--- src/rtl/cfir_pkg.sv ---
// Shared types, codes and helpers for the centered FIR filter.
// Used by cfir_cell, cfir_ctrl and centered_fir_filter_unit; no dependencies.
package cfir_pkg;

	localparam int DATA_W = 32;
	localparam int CMD_W = 2;
	localparam int COEF_IDX_W = 4;
	localparam int TAPS_REG_W = 5;
	localparam int MODE_W = 2;
	localparam int CFG_IDX_W = 2;
	localparam int CFG_DATA_W = 5;
	localparam int S_TDATA_W = 72;

	localparam logic [CMD_W-1:0] CMD_LOAD = 2'd0;
	localparam logic [CMD_W-1:0] CMD_SAMPLE = 2'd1;
	localparam logic [CMD_W-1:0] CMD_CLEAR = 2'd2;

	localparam logic [CFG_IDX_W-1:0] REG_TAP_COUNT = 2'd0;
	localparam logic [CFG_IDX_W-1:0] REG_IN_MODE = 2'd1;
	localparam logic [CFG_IDX_W-1:0] REG_OUT_MODE = 2'd2;

	localparam logic [MODE_W-1:0] WMODE_8 = 2'd0;
	localparam logic [MODE_W-1:0] WMODE_16 = 2'd1;
	localparam logic [MODE_W-1:0] WMODE_32 = 2'd2;

	// Per-cycle strobes from the sequencer to every cell.
	typedef struct packed {
		logic shift;   // push a new sample into the delay line
		logic clear;   // zero the delay line
		logic coef_we; // coefficient write
		logic copy;    // snapshot delay line into the work chain
		logic rotate;  // rotate the work chain by one cell
		logic mul;     // register the per-cell products
		logic sum;     // advance the partial-sum chain
	} cfir_ctrl_t;

	// Keep the low 8 or 16 bits and sign-extend; anything else passes 32 bits.
	function automatic logic [DATA_W-1:0] narrow(input logic [DATA_W-1:0] v,
		input logic [MODE_W-1:0] mode);
		logic [DATA_W-1:0] r;
		unique case (mode)
			WMODE_8: r = {{(DATA_W-8){v[7]}}, v[7:0]};
			WMODE_16: r = {{(DATA_W-16){v[15]}}, v[15:0]};
			default: r = v;
		endcase
		return r;
	endfunction

endpackage

--- src/rtl/cfir_cell.sv ---
// One tap cell: delay-line entry, coefficient, rotating work entry,
// registered product and one step of the partial-sum chain. Uses cfir_pkg.
module cfir_cell #(
	parameter int MAX_TAPS = 16,
	parameter int IDX = 0
) (
	input  logic                          clk,
	input  logic                          arst_n,
	input  cfir_pkg::cfir_ctrl_t          ctrl,
	input  logic [$clog2(MAX_TAPS+1)-1:0] rot_steps,
	input  logic [3:0]                    coef_index,
	input  logic [31:0]                   coef_value,
	input  logic [31:0]                   hist_in,
	output logic [31:0]                   hist_out,
	input  logic [31:0]                   copy_in,
	output logic [31:0]                   copy_out,
	input  logic [31:0]                   sum_in,
	output logic [31:0]                   sum_out
);
	import cfir_pkg::*;

	localparam int CW = $clog2(MAX_TAPS + 1);
	// Coefficients sit in reverse order so that a plain rotation lines them up.
	localparam int COEF_SLOT = MAX_TAPS - 1 - IDX;

	logic [DATA_W-1:0] hist_q;
	logic [DATA_W-1:0] coef_q;
	logic [DATA_W-1:0] copy_q;
	logic [DATA_W-1:0] prod_q;
	logic [DATA_W-1:0] sum_q;
	logic [DATA_W-1:0] prod_d;
	logic              coef_hit;
	logic              active;

	assign coef_hit = (int'(coef_index) == COEF_SLOT);
	// Cells below the rotation distance carry coefficients past tap_count.
	assign active = (CW'(IDX) >= rot_steps);
	assign prod_d = coef_q * copy_q;

	always_ff @(posedge clk or negedge arst_n) begin
		if (!arst_n) begin
			hist_q <= '0;
			coef_q <= '0;
		end else begin
			if (ctrl.clear) begin
				hist_q <= '0;
			end else if (ctrl.shift) begin
				hist_q <= hist_in;
			end
			if (ctrl.coef_we && coef_hit) begin
				coef_q <= coef_value;
			end
		end
	end

	always_ff @(posedge clk) begin
		if (ctrl.copy) begin
			copy_q <= hist_q;
		end else if (ctrl.rotate) begin
			copy_q <= copy_in;
		end
		if (ctrl.mul) begin
			prod_q <= active ? prod_d : '0;
		end
		if (ctrl.sum) begin
			sum_q <= sum_in + prod_q;
		end
	end

	assign hist_out = hist_q;
	assign copy_out = copy_q;
	assign sum_out = sum_q;

endmodule

--- config.mk ---
export PLATFORM = sky130hd
export DESIGN_NAME = cfir_cell
export DESIGN_NICKNAME = d
export VERILOG_FILES = /design/src/rtl/cfir_pkg.sv /design/src/rtl/cfir_cell.sv
export SDC_FILE = /design/constraint.sdc
export NUM_CORES = 1
export LEC_CHECK = 0
export BUFFER_PORTS_ARGS = -buffer_cell sky130_fd_sc_hd__buf_4
export CORE_MARGIN = 3
export CORE_UTILIZATION = 39
export CTS_CLUSTER_DIAMETER = 120
export CTS_CLUSTER_SIZE = 12
export DETAILED_ROUTE_END_ITERATION = 8
export GPL_TIMING_DRIVEN = 0
export HOLD_SLACK_MARGIN = 0.1
export PLACE_DENSITY_LB_ADDON = 0.3
export SLEW_MARGIN = 20
export SYNTH_ARGS = -nofsm -noshare
export SYNTH_HDL_FRONTEND = slang
export SYNTH_SLANG_ARGS = --single-unit
--- constraint.sdc ---
create_clock -name clk -period 11.05 [get_ports clk]
set_input_delay 1.105 -clock clk [delete_from_list [all_inputs] [get_ports clk]]
set_output_delay 1.105 -clock clk [all_outputs]
set_load 0.02 [all_outputs]
==> flow_summary_export.csv <==
group,metric,value,unit
synth,synth_seq_cells,160,
global_route,overflow,0,
global_route,grt_pass1_wl,114000,um
placed_design,routabilityCongestion,0.939,
final_layout,syn_to_final_growth,14.6,%
floorplan,rows,88,
final_layout,final_cell_mix,"fa_1, inv_1, and2_1",
floorplan,dieWidth,249,um
hold_path,whs_path_depth,1,
synth,synth_cells,2273,
synth,synth.distinct_cells,62,
critical_path,reg2reg_depth,24,
routing,dr_total_vias,16993,
final_layout,ff_latch_area,4480,sq um
sta,relSlewSlack,30.8,%
global_route,grt_pass1_vias,18899,
critical_path,cp-end-kind,"register",
sta,tns,0,ns
global_route,antenna_found_initial,1,
clock_tree,cts_sinks,160,
clock_tree,cts_hold_buffers,0,
placed_design,portBuffers,239,
synth,synth_nets,2982,
outcome,status,"finished, final reports clean",
critical_path,r2r_end,"prod_q[30]",
critical_path,worst_setup_path_start_kind,"register",
routing,drtAntennaViolNets,0,
floorplan,initial_core_util,39.6,%
synth,yosysSeqAreaShare,19.5,%
clock_tree,cts_setup_buffers,0,
sta,fin_crit,8.43,ns
floorplan,pin_count,242,
global_route,grtUsageTotal,24.6,%
sta,slew_violations,0,
flow_run,max_cap_violations,0,
routing,dr.pass1.iters,5,
sta,hold_violations,0,
hold_path,hold_class,"reg2reg",
clock_tree,post_cts_resized,0,
critical_path,slowest_stage,"clkbuf_1",
sta,setup_viol,0,
critical_path,worst-r2r-setup-slack,2.62,ns
critical_path,arrival,8.66,ns
routing,viasPerCell,5.13,
routing,drc,0,
synth,synth_edf_count,96,
final_layout,multiInputGateArea,16600,sq um
routing,wl_per_cell,22.3,um
routing,wl,73800,um
final_layout,nFillCells,5581,
critical_path,cp.required,11.28,ns
sta,fin_skew,0.0174,ns
clock_tree,worst_skew_pair.late_latency,0.49,ns
synth,avgSynthCellArea,10.1,sq um
floorplan,chipHeight,249,um
clock_tree,htree_levels,4,
routing,initialDrtViolationCount,1044,
final_layout,layout-drive-gt1-share,13.7,%
clock_tree,clock_path_buffers,2,
critical_path,max_stage_delay,0.75,ns
clock_tree,cts_buffers,17,
clock_tree,ctsRootBufferMaster,"clkbuf_16",
clock_tree,clkSlewWorstSetupHoldPaths,0.08,ns
critical_path,worstReg2RegStart,"copy_out[2]",
critical_path,crit_top_cell,"fa_1",
sta,worst_slew_pin_slew,1.04,ns
final_layout,final_nets,3240,
synth,synthArstFlopShare,40.0,%
critical_path,worstPathCellList,"clkbuf_1, clkbuf_1, nand2_1, fa_1, fa_1, fa_1, fa_1, inv_1, fa_1, fa_1, inv_1, fa_1, inv_1, fa_1, ha_1, a21o_1, a21o_1, a21oi_1, o21ai_0, a31oi_1, o21ai_4, a2111oi_4, o21bai_2, mux2i_1",
sta,fin_crit_sh,76.3,%
synth,synthesis.area,23000,sq um
critical_path,crit_type,"reg2reg",
floorplan,dieArea,61900,sq um
floorplan,core-area,58000,sq um
clock_tree,cts_tree,"built",
placed_design,dp.final_hpwl,60300,um
hold_path,hold_end,"coef_q[31]",
global_route,grt_max_degree,65,
sta,grt_setup_unrepaired,"no",
critical_path,critPathMaxFanout,10,
sta,fmax,119,MHz
synth,synth_warnings,0,
hold_path,min-delay-start,"coef_q[31]",
final_layout,final_common_cell,"fa_1",
synth,synth_flop_cell,"edfxtp_1",
-- how the worst max path moves through the flow --
| stage | start | endpoint | slack (ns) |
|---|---|---|---|
| global route | copy_out[2] | prod_q[30] | 2.34 |
| detailed placement | copy_out[2] | prod_q[30] | 2.72 |
| finish | copy_out[2] | prod_q[30] | 2.62 |
| global placement | copy_out[2] | prod_q[31] | 2.75 |
| CTS | copy_out[2] | prod_q[30] | 2.67 |
| floorplan | copy_out[2] | prod_q[30] | 3.96 |
-- critical path, delay by kind of cell (launching register included) --
family                     cells  cell delay [ns]
adders and majority gates      9             4.22
AOI/OAI and AO/OA              8             1.55
buffers and inverters          5             1.44
DFF                            1             0.60
and+or+nand+nor                1             0.20
muxes                          1             0.13
-- synthesized netlist by cell type, types with 8 or more instances --
| cell type | count | share of area (%) |
|---|---|---|
| a211oi_1 | 8 | 0.26 |
| a21o_1 | 34 | 1.1 |
| a21oi_1 | 33 | 0.72 |
| and2_1 | 276 | 7.5 |
| and3_1 | 12 | 0.33 |
| clkbuf_1 | 100 | 1.6 |
| dfrtp_1 | 64 | 7.0 |
| edfxtp_1 | 96 | 13 |
| fa_1 | 409 | 36 |
| ha_1 | 154 | 8.4 |
| inv_1 | 398 | 6.5 |
| mux2_2 | 64 | 3.1 |
| mux2i_1 | 33 | 1.4 |
| nand2_1 | 271 | 4.4 |
| nand3_1 | 13 | 0.28 |
| nor2_1 | 83 | 1.4 |
| nor3_1 | 12 | 0.26 |
| o21a_1 | 12 | 0.39 |
| o21ai_0 | 19 | 0.41 |
| xnor2_1 | 76 | 2.9 |
| xor2_1 | 30 | 1.1 |
-- metal layers --
layer	track usage (%)	wire length [um]	up-vias
met1	30.1	29200	8637
met4	11.8	3960	0
li1	-	-	7506
met5	0	0	-
met3	5.90	5800	153
met2	40.9	34900	697
-- kinds of logic after synthesis --
group | count (synthesis) | synth area share, %
multiplexers | 97 | 4.57
adder cells (fa/ha/maj) | 563 | 44.0
flip-flops | 160 | 19.5
XOR/XNOR | 106 | 4.04
AND/OR/NAND/NOR | 695 | 15.0
buffers and inverters | 505 | 8.25
AO/OA/AOI/OAI | 147 | 4.61
-- registers in the layout, summed over array words and instances, names as in the netlist --
register,flops
hist_out,32
prod_q,32
sum_out,32
copy_out,32
coef_q,32
-- metrics by stage --
step / worst slack [ns] / hold slack, ns / cells / util [%] / instance area, sq um
after floorplan: 3.96 / 0.480 / 2273 / - / 23000
after global placement: 2.75 / 0.492 / 3277 / 44.3 / 25700
after detailed placement: 2.72 / 0.498 / 3277 / 44.3 / 25700
after CTS: 2.67 / 0.515 / 3309 / 45.4 / 26300
after global routing: 2.34 / 0.540 / 3309 / 45.4 / 26300
final: 2.62 / 0.514 / 3310 / 45.4 / 26300
-- area by class of cell --
type,instances,area share [%]
antenna,1,0.00951
inverter,399,5.69
tap,765,3.64
clock buffer,18,1.63
buffer,106,1.51
multi-input combinational,1608,63.0
timing repair buffer,239,6.82
sequential,160,17.0
clock inverter,14,0.627
Power is left out: the tool's default activity adds up to more than one toggle a clock period on the data nets, which glitch-free logic cannot reach.
