### src/rtl/cfir_pkg.sv
// Shared types, codes and helpers for the centered FIR filter.
// Used by cfir_cell, cfir_ctrl and centered_fir_filter_unit; no dependencies.
package cfir_pkg;

	localparam int DATA_W = 32;
	localparam int CMD_W = 2;
	localparam int COEF_IDX_W = 4;
	localparam int TAPS_REG_W = 5;
	localparam int MODE_W = 2;
	localparam int CFG_IDX_W = 2;
	localparam int CFG_DATA_W = 5;
	localparam int S_TDATA_W = 72;

	localparam logic [CMD_W-1:0] CMD_LOAD = 2'd0;
	localparam logic [CMD_W-1:0] CMD_SAMPLE = 2'd1;
	localparam logic [CMD_W-1:0] CMD_CLEAR = 2'd2;

	localparam logic [CFG_IDX_W-1:0] REG_TAP_COUNT = 2'd0;
	localparam logic [CFG_IDX_W-1:0] REG_IN_MODE = 2'd1;
	localparam logic [CFG_IDX_W-1:0] REG_OUT_MODE = 2'd2;

	localparam logic [MODE_W-1:0] WMODE_8 = 2'd0;
	localparam logic [MODE_W-1:0] WMODE_16 = 2'd1;
	localparam logic [MODE_W-1:0] WMODE_32 = 2'd2;

	// Per-cycle strobes from the sequencer to every cell.
	typedef struct packed {
		logic shift;   // push a new sample into the delay line
		logic clear;   // zero the delay line
		logic coef_we; // coefficient write
		logic copy;    // snapshot delay line into the work chain
		logic rotate;  // rotate the work chain by one cell
		logic mul;     // register the per-cell products
		logic sum;     // advance the partial-sum chain
	} cfir_ctrl_t;

	// Keep the low 8 or 16 bits and sign-extend; anything else passes 32 bits.
	function automatic logic [DATA_W-1:0] narrow(input logic [DATA_W-1:0] v,
		input logic [MODE_W-1:0] mode);
		logic [DATA_W-1:0] r;
		unique case (mode)
			WMODE_8: r = {{(DATA_W-8){v[7]}}, v[7:0]};
			WMODE_16: r = {{(DATA_W-16){v[15]}}, v[15:0]};
			default: r = v;
		endcase
		return r;
	endfunction

endpackage

### src/rtl/cfir_ctrl.sv
// Sequencer for the tap chain: decodes commands, steps the rotate, multiply
// and sum phases and hands the result to the output register. Uses cfir_pkg.
module cfir_ctrl #(
	parameter int MAX_TAPS = 16
) (
	input  logic                          clk,
	input  logic                          arst_n,
	input  logic                          s_tvalid,
	output logic                          s_tready,
	input  logic [1:0]                    cmd,
	input  logic [$clog2(MAX_TAPS+1)-1:0] rot_steps,
	input  logic                          out_free,
	output logic                          out_load,
	output cfir_pkg::cfir_ctrl_t          ctrl
);
	import cfir_pkg::*;

	localparam int CW = $clog2(MAX_TAPS + 1);

	typedef enum logic [5:0] {
		ST_IDLE = 6'b000001,
		ST_COPY = 6'b000010,
		ST_ROT  = 6'b000100,
		ST_MUL  = 6'b001000,
		ST_SUM  = 6'b010000,
		ST_DONE = 6'b100000
	} state_t;

	state_t        state_q;
	state_t        state_d;
	logic [CW-1:0] cnt_q;
	logic [CW-1:0] cnt_d;
	logic          xfer;

	assign s_tready = (state_q == ST_IDLE);
	assign xfer = s_tvalid && s_tready;

	always_comb begin
		state_d = state_q;
		cnt_d = cnt_q;
		ctrl = '0;
		out_load = 1'b0;
		unique case (state_q)
			ST_IDLE: begin
				if (xfer) begin
					unique case (cmd)
						CMD_LOAD: ctrl.coef_we = 1'b1;
						CMD_SAMPLE: begin
							ctrl.shift = 1'b1;
							state_d = ST_COPY;
						end
						CMD_CLEAR: ctrl.clear = 1'b1;
						default: ;
					endcase
				end
			end
			ST_COPY: begin
				ctrl.copy = 1'b1;
				cnt_d = rot_steps;
				state_d = (rot_steps == '0) ? ST_MUL : ST_ROT;
			end
			ST_ROT: begin
				ctrl.rotate = 1'b1;
				cnt_d = cnt_q - 1'b1;
				if (cnt_q == CW'(1)) begin
					state_d = ST_MUL;
				end
			end
			ST_MUL: begin
				ctrl.mul = 1'b1;
				cnt_d = CW'(MAX_TAPS);
				state_d = ST_SUM;
			end
			ST_SUM: begin
				// partial sum walks one cell per cycle down the chain
				ctrl.sum = 1'b1;
				cnt_d = cnt_q - 1'b1;
				if (cnt_q == CW'(1)) begin
					state_d = ST_DONE;
				end
			end
			ST_DONE: begin
				if (out_free) begin
					out_load = 1'b1;
					state_d = ST_IDLE;
				end
			end
			default: state_d = ST_IDLE;
		endcase
	end

	always_ff @(posedge clk or negedge arst_n) begin
		if (!arst_n) begin
			state_q <= ST_IDLE;
			cnt_q <= '0;
		end else begin
			state_q <= state_d;
			cnt_q <= cnt_d;
		end
	end

	a_sample_busy: assert property (@(posedge clk) disable iff (!arst_n)
		(xfer && cmd == CMD_SAMPLE) |=> !s_tready)
		else $error("sample transfer did not start a computation");

	a_other_idle: assert property (@(posedge clk) disable iff (!arst_n)
		(xfer && cmd != CMD_SAMPLE) |=> s_tready)
		else $error("non-sample command left the sequencer busy");

	a_load_free: assert property (@(posedge clk) disable iff (!arst_n)
		out_load |-> out_free)
		else $error("result loaded over an untaken result");

	a_cnt_live: assert property (@(posedge clk) disable iff (!arst_n)
		(state_q == ST_ROT || state_q == ST_SUM) |-> cnt_q != '0)
		else $error("phase counter ran out inside a counted phase");

endmodule

### config.mk
export PLATFORM = sky130hd
export DESIGN_NAME = cfir_ctrl
export DESIGN_NICKNAME = d
export VERILOG_FILES = /design/src/rtl/cfir_pkg.sv /design/src/rtl/cfir_ctrl.sv
export SDC_FILE = /design/constraint.sdc
export NUM_CORES = 1
export LEC_CHECK = 0
export BUFFER_PORTS_ARGS = -buffer_cell sky130_fd_sc_hd__buf_2
export CAP_MARGIN = 0
export CORE_AREA = 2 2 41 43
export CTS_BUF_LIST = sky130_fd_sc_hd__clkbuf_2 sky130_fd_sc_hd__clkbuf_4 sky130_fd_sc_hd__clkbuf_8
export DETAILED_ROUTE_END_ITERATION = 10
export DIE_AREA = 0 0 43 45
export PLACE_DENSITY_LB_ADDON = 0.2
export SYNTH_ARGS = -nofsm -noshare
export SYNTH_HDL_FRONTEND = slang
export SYNTH_SLANG_ARGS = --single-unit
export TNS_END_PERCENT = 50
### constraint.sdc
create_clock -name clk -period 1.8 [get_ports clk]
set_input_delay 0.27 -clock clk [delete_from_list [all_inputs] [get_ports clk]]
set_output_delay 0.27 -clock clk [all_outputs]
set_load 0.01 [all_outputs]
==> qor.yml <==
final_common_cell: "buf_2"
drv_slew: 0
cp_slowest_stage_delay_ns: 0.43
critPathArrivalTime_ns: 1.60
yosysSeqAreaShare_pct: 37.71
ioPinCount: 20
port_buffers: 19
ys_warn_count: 0
rsz0062_at_grt: "yes"
hold_class: "in2reg"
yosys.area.top_type: "dfrtp_1"
cap_violations: 0
first_iter_violations: 8
postSynthAreaPerCell_um2: 9.647
crit_path_start_kind: "register"
period_share_pct: 103.7
holdWs_ns: 0.2168
grt_usage_pct: 23.02
maxSlewHeadroom_pct: 80.68
fin_nets: 121
dpl_worst_slack_ns: 0.1799
row_count: 14
coreArea_um2: 1471
grt_pass1_wl_um: 3325
gr-total-overflow: 0
fin_total_pwr_mw: 1.339
diodes: 0
drt-total-wl_um: 1876
power.leakage_nw: 0.4941
synth_cell_type_count: 41
cts.sinks: 11
layout_common_cells: "buf_2 (18), dfrtp_1 (8), buf_4 (8), inv_1 (7)"
skew_ns: 0.002862
syn-num-nets: 89
synth_top_area_share_pct: 34.13
drt-pass1-iter-count: 4
cts.htree.levels: 1
grt_pass1_vias: 771
crit_slowest_cell: "dfrtp_2"
fin_ws_ns: -0.06657
drc_errors: 0
grt_max_degree: 12
syn_inst: 76
drive_gt1_share_pct: 42.99
gp_congestion: 0.8160
die_area_um2: 1935
setup_viol: 4
cp-end-kind: "output port"
antenna_found_initial: 0
syn_area_um2: 733.2
netlist_top_cells_area: "dfrtp_1 (34%), dfstp_2 (3.6%), inv_1 (3.6%)"
hpwl_um: 1316
avgRoutedWirePerCell_um: 15.25
crit_type: "reg2out"
powerDensity_nw_per_um2: 1324
worst_slew_pin_slew_ns: 0.2858
cts_root_buffer: "clkbuf_4"
hold_violations: 0
vias: 732
antenna_left: 0
initial_core_util_pct: 49.83
viasPerCell: 5.951
numCtsBuffers: 3
syn_to_final_growth_pct: 37.88
cts_tree: "built"
nFillCells: 125
final_core_util_pct: 68.71
ys_seq_elements: 11
layout_min_cycle_time_ns: 1.867
ir_worst_vdd_uv: 826.6
failed_checks: "negative setup slack"
die_x_um: 43
die_h_um: 45
worstPathRequired_ns: 1.53
clockBufferDepth: 2
clk_pin_slew_ns: 0.08
cp_max_fo: 3
path_cells: "nor4_4 > nand3b_1 > inv_1 > and4b_1 > buf_2"
max_freq_mhz: 535.7
clk_latency_ns: 0.27
setup_tns_ns: -0.1348
outcome: "finished with violations"
==> state kept, by name, indices dropped and copies added, names as in the netlist <==
register  cells
cnt_q         5
state_q       6
==> worst paths after layout <==
kind	start	end	slack [ns]	cells past startpoint
max	state_q[4]$_DFFE_PN0P_	ctrl[5]	-0.07	5
min	rot_steps[3]	cnt_q[3]$_DFFE_PN0P_	0.22	2
max reg2reg	state_q[2]$_DFFE_PN0P_	cnt_q[2]$_DFFE_PN0P_	0.18	5
min reg2reg	cnt_q[0]$_DFFE_PN0P_	cnt_q[0]$_DFFE_PN0P_	0.57	1
max in group asynchronous	arst_n	state_q[0]$_DFFE_PN1P_	1.14	2
min in group asynchronous	arst_n	cnt_q[4]$_DFFE_PN0P_	0.39	2
==> repair_timing <==
action | 4_1_cts | 5_1_grt
endpoints found under the hold margin | 10 | 0
hold buffers | 1 | 0
buffers inserted | 3 | 0
pin swaps | 4 | 2
resized for setup | 7 | 5
setup endpoints to repair | 6 | 9
==> Yosys cell counts <==
cell type,number
a211o_1,2
ha_1,2
nor3_1,5
and2_1,1
inv_1,7
nor2_1,4
nand2b_1,1
nor4_2,1
inv_2,1
nand3b_1,2
mux2i_1,1
o31ai_1,1
o2bb2ai_1,1
dfrtp_1,10
o21bai_1,1
nor4b_2,1
o22ai_1,4
and4b_1,2
or3_1,1
nor4b_1,3
buf_2,1
xor2_1,1
and4_1,1
a2bb2oi_1,1
nor3b_1,2
and3_1,1
o21a_1,1
o211ai_2,1
o211ai_1,1
nand3b_2,1
or4_1,2
and2_4,1
o21ai_0,2
a211oi_1,1
and3b_1,1
o32ai_1,1
nand4b_1,1
dfstp_2,1
a21oi_1,2
nand3_1,1
nand2_1,1
==> power by group <==
group | total [mW] | internal, mW | switching [mW]
combinational | 0.702 | 0.349 | 0.352
sequential | 0.444 | 0.344 | 0.0999
clock | 0.193 | 0.101 | 0.0925
==> final cells by class <==
type	instances	area (um2)	share of cell area, %
multi-input combinational	56	480.5	47.52
inverter	8	30.03	2.970
timing repair buffer	28	171.4	16.96
tap	16	20.02	1.980
sequential	11	279.0	27.60
clock buffer	4	30.03	2.970
==> routing by layer <==
metal	up-vias	GRT usage, %	share of wire [%]
li1	360	-	-
met1	352	28.46	45
met2	16	39.09	50
met3	4	3.200	3.8
met4	0	12.73	1.7
met5	-	0	0
==> worst max-delay path: cells and delay by family (launching register included) <==
kind,cells,cell delay [ns]
buffers and inverters,2,0.25
flip-flops,1,0.43
AND/OR/NAND/NOR,3,0.65
==> stage by stage <==
| step | std cells | area, um2 |
|---|---|---|
| 6_report | 123 | 1011 |
| 5_1_grt | 123 | 1011 |
| 4_1_cts | 123 | 980.9 |
| 3_5_place_dp | 115 | 880.8 |
| 3_3_place_gp | 115 | 880.8 |
| 2_1_floorplan | 76 | 733.2 |
==> cell families after synthesis <==
logic type | Yosys count | share of synthesized area (%)
xor gates and xnor gates | 1 | 1.195
DFF | 11 | 37.71
adders and majority gates | 2 | 3.412
buffers and inverters | 9 | 4.778
and+or+nand+nor | 33 | 32.59
muxes | 1 | 1.365
AOI/OAI and AO/OA | 19 | 18.94
No activity file was read; power rests on OpenSTA's default activity.
